**config.mk**
```make
export PLATFORM = sky130hd
export DESIGN_NAME = shrt_hash
export DESIGN_NICKNAME = d
export VERILOG_FILES = /design/src/rtl/shrt_pkg.sv /design/src/rtl/shrt_hash.sv
export SDC_FILE = /design/constraint.sdc
export NUM_CORES = 1
export LEC_CHECK = 0
export BUFFER_PORTS_ARGS = -buffer_cell sky130_fd_sc_hd__buf_2
export CORE_UTILIZATION = 25
export DETAILED_ROUTE_END_ITERATION = 8
export SKIP_CTS_REPAIR_TIMING = 1
export SLEW_MARGIN = 15
export SYNTH_ARGS = -nofsm -noshare
export SYNTH_HDL_FRONTEND = slang
export SYNTH_SLANG_ARGS = --single-unit
```
**constraint.sdc**
```tcl
create_clock -name clk_i -period 3.3 [get_ports clk_i]
set_input_delay 0.66 -clock clk_i [delete_from_list [all_inputs] [get_ports clk_i]]
set_output_delay 0.66 -clock clk_i [all_outputs]
set_load 0.01 [all_outputs]
```
**src/rtl/shrt_pkg.sv**
```systemverilog
// Package for the hashed name table: operation codes, table entry layout,
// port widths and the name hash fold function.
// No dependencies.
package shrt_pkg;

  // Default table depth
  localparam int unsigned DefMaxEntries = 512;

  // Field widths of the stream items
  localparam int unsigned RankW  = 9;
  localparam int unsigned CountW = 10;

  // Required first two name characters, little-endian pair
  localparam logic [15:0] ZwPrefix = 16'h775a;

  // Operation carried in the input tuser
  typedef enum logic [1:0] {
    OpClear  = 2'd0,
    OpByte   = 2'd1,
    OpCommit = 2'd2,
    OpLookup = 2'd3
  } op_e;

  // One stored table entry
  typedef struct packed {
    logic [31:0] addr;
    logic [31:0] hash;
  } entry_t;

  // Commands from the sequencer to the hash unit
  typedef struct packed {
    logic end_name;
    logic load_byte;
    logic fold_last;
  } hash_cmd_t;

  // Fold one byte pair into the hash: h ^ (pair + ror8(h))
  function automatic logic [31:0] fold(input logic [31:0] h, input logic [15:0] pair);
    logic [31:0] r;
    r = {h[7:0], h[31:8]};
    return h ^ ({16'd0, pair} + r);
  endfunction

endpackage

```
**src/rtl/shrt_hash.sv**
```systemverilog
// Name hash unit: seed register, running hash, previous byte and prefix check.
// One shared fold unit, one fold per cycle. Depends on shrt_pkg.
module shrt_hash (
  input  logic                clk_i,
  input  logic                rst_ni,
  input  logic                seed_we_i,
  input  logic [31:0]         seed_i,
  input  shrt_pkg::hash_cmd_t cmd_i,
  input  logic [7:0]          byte_i,
  output logic [31:0]         hash_o,
  output logic                prefix_ok_o
);

  logic [31:0] seed_q;
  logic [31:0] hash_q;
  logic [7:0]  prev_q;
  logic [1:0]  seen_q;
  logic        ok_q;
  logic [15:0] pair;
  logic [31:0] folded;

  // Select the pair: current byte over previous, or zero over previous
  assign pair   = cmd_i.load_byte ? {byte_i, prev_q} : {8'd0, prev_q};
  assign folded = shrt_pkg::fold(hash_q, pair);

  // Seed register
  always_ff @(posedge clk_i or negedge rst_ni) begin
    if (!rst_ni) begin
      seed_q <= '0;
    end else if (seed_we_i) begin
      seed_q <= seed_i;
    end
  end

  // Advance the running name state
  always_ff @(posedge clk_i or negedge rst_ni) begin
    if (!rst_ni) begin
      hash_q <= '0;
      prev_q <= '0;
      seen_q <= '0;
      ok_q   <= 1'b0;
    end else if (cmd_i.end_name) begin
      hash_q <= seed_q;
      prev_q <= '0;
      seen_q <= '0;
      ok_q   <= 1'b0;
    end else if (cmd_i.load_byte) begin
      if (seen_q == 2'd0) begin
        hash_q <= seed_q;
      end else begin
        hash_q <= folded;
      end
      if (seen_q == 2'd1) begin
        ok_q <= (pair == shrt_pkg::ZwPrefix);
      end
      prev_q <= byte_i;
      if (seen_q != 2'd2) begin
        seen_q <= seen_q + 2'd1;
      end
    end else if (cmd_i.fold_last) begin
      hash_q <= folded;
    end
  end

  assign hash_o      = hash_q;
  assign prefix_ok_o = ok_q;

  // Prefix can only be set once a pair has been seen
  assert property (@(posedge clk_i) disable iff (!rst_ni) ok_q |-> seen_q != 2'd0)
    else $error("prefix flag set without a byte pair");
  // Name end clears the byte counter
  assert property (@(posedge clk_i) disable iff (!rst_ni) cmd_i.end_name |=> seen_q == 2'd0)
    else $error("byte counter not cleared at name end");
  // Only one command per cycle
  assert property (@(posedge clk_i) disable iff (!rst_ni) $onehot0(cmd_i))
    else $error("conflicting hash commands");

endmodule

```
Word level (Yosys, flattened, before mapping)
Index checks and enable logic that the tools add are counted.
Storage, ports and cells
  bits in registers: 75
  input bits: 46
  output and inout bits: 33
  logic and storage cells: 31
Cells by class
  $add $sub $neg: 2
  equal/unequal tests: 3
  multiplexer cells: 13
  bitwise logic cells: 1
  reduce and logical (&&, ||, !) cells: 7
Operators with widths (number)
  32-bit 2-to-1 mux: 4
  16-bit by 32-bit adder with 32-bit output: 1
  32-bit bitwise XOR: 1
  16-bit by 15-bit equality test with 1-bit output (second input constant): 1
  16-bit 2-to-1 mux: 1
  8-bit 2-to-1 mux: 2
  2-bit 2-to-1 mux: 3
  2-bit nonzero test: 3
  2-bit AND reduction: 2
  1-bit 2-to-1 mux: 3
  3-bit nonzero test: 1
  2-bit by 1-bit adder with 2-bit output (second input constant): 1
  2-bit by 1-bit equality test with 1-bit output (second input constant): 1
  2-bit zero test: 1
  2-bit inequality test (second input constant): 1

Logic depth before layout (Yosys ltp)
Gate-level depths: netlist of the first run.
  word-level depth: 6
  depth in mapped cells: 12
  mapped depth without buffers: 12

Worst setup path after synthesis of the first run
Ideal clock, no wire load.
  path type: input port to flip-flop
  start: input port cmd_i[1] in the netlist's numbering
  end: register hash_q[28], in the netlist hash_o[28]
  setup time: 0.126 ns
  arrival time: 3.010 ns
  required time: 3.174 ns
  setup slack: 0.164 ns
  stages on the path: 11
  path buffers: 3
  cells stage by stage: buf_6 > clkbuf_1 > and2_1 > ha_1 > clkbuf_1 > a21o_1 > a211oi_2 > a21oi_4 > a31o_2 > a41o_1 > a221o_1
On the way
  word-level cells in the longest chain between the ends: 6
  elaborated cells between the ends (all ways): 8
  classes of those cells: add/sub (1); mux (5); bitwise (1); reduce/logical (1)
RTL lines
  start: declaration: line shrt_hash.sv:8  | input shrt_pkg::hash_cmd_t cmd_i,
  16-bit 2-to-1 mux: line shrt_hash.sv:23  | assign pair = cmd_i.load_byte ? {byte_i, prev_q} : {8'd0, prev_q};
  16-bit by 32-bit adder with 32-bit output: line shrt_pkg.sv:41  | return h ^ ({16'd0, pair} + r);
  32-bit bitwise XOR: line shrt_pkg.sv:41
  32-bit 2-to-1 mux (on tied branches): line shrt_hash.sv:60, shrt_hash.sv:48
  32-bit 2-to-1 mux: line shrt_hash.sv:47  | end else if (cmd_i.load_byte) begin
  32-bit 2-to-1 mux: line shrt_hash.sv:42  | end else if (cmd_i.end_name) begin
  end signal: assignment: line shrt_hash.sv:43  | hash_q <= seed_q;
  end signal: assignment: line shrt_hash.sv:49  | hash_q <= seed_q;
  end signal: assignment: line shrt_hash.sv:61  | hash_q <= folded;
  end: declaration: line shrt_hash.sv:15  | logic [31:0] hash_q;
Several ways; a longest one is shown, not always the timed one. The select of a mux whose other input is x is not followed.
A chain may end at the register's enable or synchronous reset.

Worst setup path in the final report of the first run
  start: register hash_q[8], in the netlist hash_o[8]
  end: register hash_q[28], in the netlist hash_o[28]
On the way
  word-level cells in the longest chain between the ends: 5
  elaborated cells between the ends (all ways): 6
  classes of those cells: add/sub (1); mux (4); bitwise (1)
RTL lines
  start signal: assignment: line shrt_hash.sv:43
  start signal: assignment: line shrt_hash.sv:49
  start signal: assignment: line shrt_hash.sv:51  | hash_q <= folded;
  16-bit by 32-bit adder with 32-bit output *: line shrt_pkg.sv:41
  32-bit bitwise XOR *: line shrt_pkg.sv:41
  32-bit 2-to-1 mux (on tied branches): line shrt_hash.sv:60, shrt_hash.sv:48
  32-bit 2-to-1 mux *: line shrt_hash.sv:47
  32-bit 2-to-1 mux *: line shrt_hash.sv:42
Every way passes the cells marked *; elsewhere a longest branch is shown, timed or not. The select of a mux whose other input is x is not followed.

==> impl_metrics.py, run 1 <==
metrics = {
    "pwr": {
        "p_int_mw": 2.100,
        "power_frac_clock_pct": 26.8,
        "swShare_pct": 37.18,
        "ir_drop_v": 0.0003181,
        "p_switching_mw": 1.243,
        "power_density_nw_per_um2": 600.2,
        "leakage_nw": 2.421,
        "combPwrFrac_pct": 33.8,
        "seqPwrFrac_pct": 39.4,
    },
    "critical_path": {
        "cp-end-kind": "flop",
        "cp_max_fo": 6,
        "timing.critical_path.arrival_ns": 3.37,
        "startpoint_type": "flop",
        "worstSetupPathType": "reg -> reg",
        "cp.required_ns": 3.52,
    },
    "synthesis": {
        "avgSynthCellArea_um2": 9.644,
        "synth_ff_type": "dfrtp_1",
        "synth_nets": 542,
        "synthTopCellsByCount": "75 x dfrtp_1, 42 x a21oi_1, 33 x mux2_2",
        "synth_top_cell_area_share_pct": 40.63,
        "synth_edf_count": 0,
        "synth.distinct_cells": 67,
        "synth-seq-area-share_pct": 40.63,
        "yosys.area.top_type": "dfrtp_1",
        "yosysMostFrequentCell": "dfrtp_1",
        "syn_area_um2": 4619,
        "yosysWarningCount": 0,
        "yosys-top-cells-area": "dfrtp_1 41%, mux2_2 8.0%, xnor2_1 5.1%",
        "synth_cells": 479,
        "async_flop_share_pct": 100.0,
        "synth_seq_cells": 75,
    },
    "timing": {
        "hold_viol": 0,
        "layout_min_cycle_time_ns": 3.143,
        "fmax_mhz": 318.2,
        "period_share_pct": 95.23,
        "slew_violations": 0,
        "slew_headroom_pct": 34.67,
        "setup_tns_ns": 0,
        "worst_clock_skew_ns": 0.007634,
        "tightestPinTransition_ns": 0.9800,
        "rsz0062_at_grt": "no",
        "setup_viol": 0,
    },
    "floorplan": {
        "fp.dieArea_um2": 19020,
        "die_width_um": 137.9,
        "io_pins": 79,
        "std_cell_rows": 49,
        "die_y_um": 137.9,
        "coreArea_um2": 18020,
        "initial_utilization_pct": 25.63,
    },
    "finish": {
        "drive_gt1_share_pct": 28.75,
        "final_util_pct": 30.90,
        "area_growth_pct": 20.56,
        "fin_nets": 619,
        "fillers": 1944,
        "n_antenna_cell": 0,
    },
    "placement": {
        "place.gp.congestion": 0.8226,
        "portBuffers": 78,
        "dp_hpwl_um": 10120,
    },
    "cts": {
        "cts_root_buffer": "clkbuf_16",
        "cts_tree": "done",
        "clkLatencyLatePin_ns": 0.34,
        "clock-sinks": 75,
        "clk_path_buf_depth": 2,
        "clkTransAtPathRegs_ns": 0.06,
        "cts_max_level": 3,
        "cts_made_buffers": 9,
    },
    "grt": {
        "grt_max_degree": 76,
        "grt_overflow": 0,
        "grt_pass1_wl_um": 21740,
        "grt_usage_pct": 15.23,
        "antenna_found_initial": 0,
        "grt_pass1_vias": 3772,
    },
    "route": {
        "finalWirelength_um": 13600,
        "drt_iter0_drc": 238,
        "drc": 0,
        "via_count": 3973,
        "firstDrtPassIters": 4,
        "wl_per_cell_um": 17.24,
        "ant_nets": 0,
        "viasPerCell": 5.035,
    },
    "outcome": {
        "outcome": "finished, final reports clean",
    },
    "hold_path": {
        "holdCritPathClass": "in -> async",
    },
    "job": {
        "cap_viol_max_count": 0,
    },
}
metrics by stage:
step | setup slack [ns] | hold slack [ns] | std cells | power, mW | area (um^2)
3_3_place_gp | 0.2325 | 0.4660 | 768 | 2.429 | 5260
6_report | 0.1573 | 0.4737 | 789 | 3.343 | 5569
5_1_grt | 0.01078 | 0.5226 | 789 | 3.564 | 5569
4_1_cts | 0.1490 | 0.4930 | 783 | 3.357 | 5522
2_1_floorplan | 0.1639 | 0.3644 | 479 | 2.023 | 4619
3_5_place_dp | 0.1591 | 0.4718 | 768 | 2.443 | 5260
final cells by class:
class	count	area [um^2]	share of cell area, %
multi-input cells	352	2534	45.50
flip-flops and latches	75	1877	33.70
repair buffers	96	528.0	9.481
well taps	229	286.5	5.145
clock buffers	12	246.5	4.426
inverters	22	82.58	1.483
clock inverters	3	15.01	0.2696
cell usage in the layout, fill, tap and decap left out, drive strengths merged, types with 3 or more instances in the layout:
master,n
a21o,9
a22oi,11
a31oi,4
nand2,30
a221o,5
dfrtp,75
ha,16
nor3,21
mux2,33
a211oi,5
or3,7
xnor2,27
nand3,20
and2,7
o211ai,3
clkinv,4
inv,21
clkbuf,12
nand4,7
a21oi,44
buf,96
nor2,26
and3,4
o21ai,18
o22ai,10
xor2,5
final timing paths:
path,from,to,slack (ns),cells after the start
max in group asynchronous,rst_ni,hash_o[15],2.19,1
hold / removal,rst_ni,seed_q[22],0.47,1
hold reg to reg,seed_q[1],hash_o[1],0.49,2
setup / recovery,hash_o[8],hash_o[28],0.16,12
setup reg to reg,hash_o[8],hash_o[28],0.16,12
min in group clk_i,seed_q[1],hash_o[1],0.49,2
power groups by stage:
stage                     Combinational [mW]  Sequential, mW  Clock, mW
final                                   1.13            1.32      0.896
after detailed placement                1.11            1.33          0
after global routing                    1.26            1.35      0.961
after floorplan                        0.757            1.27          0
after CTS                               1.12            1.32      0.925
after global placement                  1.10            1.33          0
state kept, by name, summed over array words and instances (netlist names):
register	count
hash_o	32
seed_q	32
prev_q	8
seen_q	2
prefix_ok_o	1
critical path, stage by stage (launching register included):
cell and delay (ns):
dfrtp_1 0.40, ha_2 0.21, inv_1 0.05, fa_1 0.40, and2b_1 0.25, o2111ai_2 0.13
a21oi_2 0.19, o22ai_2 0.12, a211o_4 0.40, a21oi_4 0.23, nand4_1 0.13, a41o_1 0.26
a221o_1 0.25
layer usage:
metal / GRT usage [%] / part of all wire, % / up-vias
li1: - / - / 1904
met4: 3.744 / 1.2 / 0
met3: 3.911 / 5.9 / 11
met1: 20.19 / 45 / 1950
met5: 0 / 0 / -
met2: 24.58 / 48 / 108
kinds of logic after synthesis:
| group | synth area share [%] |
|---|---|
| and+or+nand+nor | 15.03 |
| DFF | 40.63 |
| AOI/OAI and AO/OA | 20.69 |
| adders and majority gates | 4.767 |
| muxes | 8.044 |
| xor gates and xnor gates | 6.067 |
| buffers and inverters | 4.767 |
Note: power is estimated with default switching activity, not from simulation.
==> inputs of run 2 (changes only) <==
--- a/config.mk
+++ b/config.mk
@@ -5,6 +5,7 @@
 export SDC_FILE = /design/constraint.sdc
 export NUM_CORES = 1
 export LEC_CHECK = 0
+export ABC_AREA = 1
 export BUFFER_PORTS_ARGS = -buffer_cell sky130_fd_sc_hd__buf_2
 export CORE_UTILIZATION = 25
 export DETAILED_ROUTE_END_ITERATION = 8
==> run 2 against run 1 <==
Clock-buffer cell count unchanged. Synthesized cell count up 48%. Synthesized area up 12%. Non-clock buffer count down 13. Sequential power hardly changed. Sequential share of layout area down 3.1 points. Hold slack better by 0.0027 ns. Critical path type unchanged. Critical endpoint is now hash_o[14]. Largest power group is now combinational cells.
==> impl_metrics.py, run 2 <==
metrics = {
    "outcome": {
        "outcome": "finished, final reports clean",
    },
    "timing": {
        "hold_viol": 0,
        "setup_viol": 0,
        "slew_violations": 0,
        "final.setup.worst_slack_ns": 0.7644,
        "slew_headroom_pct": 33.20,
        "period_share_pct": 76.84,
        "fmax_mhz": 394.4,
        "layout_min_cycle_time_ns": 2.536,
        "rsz0062_at_grt": "no",
        "fin_hold_ws_ns": 0.4763,
        "tightestPinTransition_ns": 1.002,
        "setup_tns_ns": 0,
        "worst_clock_skew_ns": 0.007021,
    },
    "critical_path": {
        "cp.required_ns": 3.59,
        "worstSetupPathType": "reg -> reg",
        "timing.critical_path.arrival_ns": 2.83,
        "cp-end-kind": "flop",
        "startpoint_type": "flop",
        "cp_max_fo": 4,
    },
    "cts": {
        "clkTransAtPathRegs_ns": 0.06,
        "cts_tree": "done",
        "clock-sinks": 75,
        "cts_root_buffer": "clkbuf_16",
        "clkLatencyLatePin_ns": 0.35,
        "clk_path_buf_depth": 2,
        "cts_made_buffers": 9,
        "cts_max_level": 3,
    },
    "synthesis": {
        "synth.distinct_cells": 44,
        "yosysWarningCount": 0,
        "synth_ff_type": "dfrtp_1",
        "synth_nets": 774,
        "synth_top_cell_area_share_pct": 36.23,
        "synthTopCellsByCount": "196 x nand2_1, 94 x inv_1, 75 x dfrtp_1",
        "synth_edf_count": 0,
        "syn_area_um2": 5180,
        "yosys-top-cells-area": "dfrtp_1 36%, nand2_1 14%, inv_1 6.8%",
        "avgSynthCellArea_um2": 7.285,
        "synth-seq-area-share_pct": 36.23,
        "async_flop_share_pct": 100.0,
        "yosysMostFrequentCell": "nand2_1",
        "synth_cells": 711,
        "yosys.area.top_type": "dfrtp_1",
        "synth_seq_cells": 75,
    },
    "route": {
        "viasPerCell": 4.595,
        "drt_iter0_drc": 344,
        "via_count": 4848,
        "ant_nets": 0,
        "finalWirelength_um": 16160,
        "firstDrtPassIters": 5,
        "wl_per_cell_um": 15.31,
        "drc": 0,
    },
    "grt": {
        "grt_pass1_wl_um": 25940,
        "grt_pass1_vias": 4690,
        "grt_usage_pct": 15.90,
        "antenna_found_initial": 0,
        "grt_max_degree": 76,
        "grt_overflow": 0,
    },
    "job": {
        "cap_viol_max_count": 0,
    },
    "finish": {
        "area_growth_pct": 18.43,
        "final_common_cell": "nand2_1",
        "final_util_pct": 30.22,
        "fillers": 2242,
        "mostFrequentLayoutCells": "196 x nand2_1, 94 x inv_1, 77 x buf_2, 75 x dfrtp_1, 56 x o21ai_0",
        "n_antenna_cell": 0,
        "drive_gt1_share_pct": 18.22,
        "fin_nets": 843,
    },
    "placement": {
        "place.gp.congestion": 0.9032,
        "pre_cts_ws_ns": 0.5526,
        "portBuffers": 78,
        "dp_hpwl_um": 12530,
    },
    "pwr": {
        "leakage_nw": 3.016,
        "power_density_nw_per_um2": 623.2,
        "ir_drop_v": 0.0002659,
    },
    "floorplan": {
        "die_width_um": 145.9,
        "io_pins": 79,
        "coreArea_um2": 20300,
        "std_cell_rows": 52,
        "initial_utilization_pct": 25.52,
        "fp.dieArea_um2": 21300,
        "die_y_um": 145.9,
    },
    "hold_path": {
        "holdCritPathClass": "in -> async",
    },
}
run 2: worst max-delay path, stage by stage, from the launching register on:
cell and delay [ns]:
dfrtp_1 0.41, ha_1 0.28, inv_1 0.10, fa_1 0.43
inv_1 0.10, nand3_1 0.07, nand3_1 0.14, nand2_1 0.07
nand2_1 0.12, nand2_1 0.08, nand2_2 0.12, nand2_1 0.07
nand2_1 0.07, a21oi_1 0.06, o21ai_0 0.18, nand2_1 0.10
nand2_1 0.07
run 2: final cells by class:
type	count	area (um^2)	area share (%)
multi-input combinational	515	2824	46.03
inverter	96	360.3	5.874
sequential	75	1877	30.59
timing repair buffer	83	430.4	7.016
tap	270	337.8	5.507
clock buffer	12	256.5	4.181
clock inverter	4	48.80	0.7954
run 2: cell families (layout without fill, tap and decap cells):
family	count (synthesis)	after routing	synth area share [%]
simple gates	319	319	28.28
flops	75	75	36.23
xor+xnor	33	33	5.580
fa+ha+maj	17	17	4.251
mux	9	9	1.957
buf+inv	121	195	9.348
compound gates	137	137	14.35
run 2: path summary, 6_finish.rpt:
check,from,end,slack (ns),cells after the start
max,prev_q[0],hash_o[14],0.76,16
min,rst_ni,seed_q[9],0.48,1
max reg2reg,prev_q[0],hash_o[14],0.76,16
min reg2reg,seed_q[10],seed_q[10],0.51,1
max in group asynchronous,rst_ni,seed_q[27],2.17,1
min in group clk_i,seed_q[10],seed_q[10],0.51,1
run 2: per-stage QoR:
| stage | area, um^2 | total power, mW | instances |
|---|---|---|---|
| after floorplan | 5180 | 2.292 | 711 |
| after global placement | 5829 | 2.812 | 1039 |
| after detailed placement | 5829 | 2.824 | 1039 |
| after CTS | 6135 | 3.866 | 1055 |
| after global routing | 6135 | 4.096 | 1055 |
| final | 6135 | 3.823 | 1055 |
run 2: report_power, final:
group	switching, mW	leakage, nW	internal, mW
Combinational	0.908	1.96	0.542
Sequential	0.277	0.906	1.08
Clock	0.393	0.153	0.625
run 2: metal layers:
layer,vias up,part of all wire [%],track usage [%]
li1,2438,-,-
met1,2240,48,22.17
met2,148,44,24.38
met3,22,6.4,3.950
met4,0,1.4,4.105
met5,-,0,0
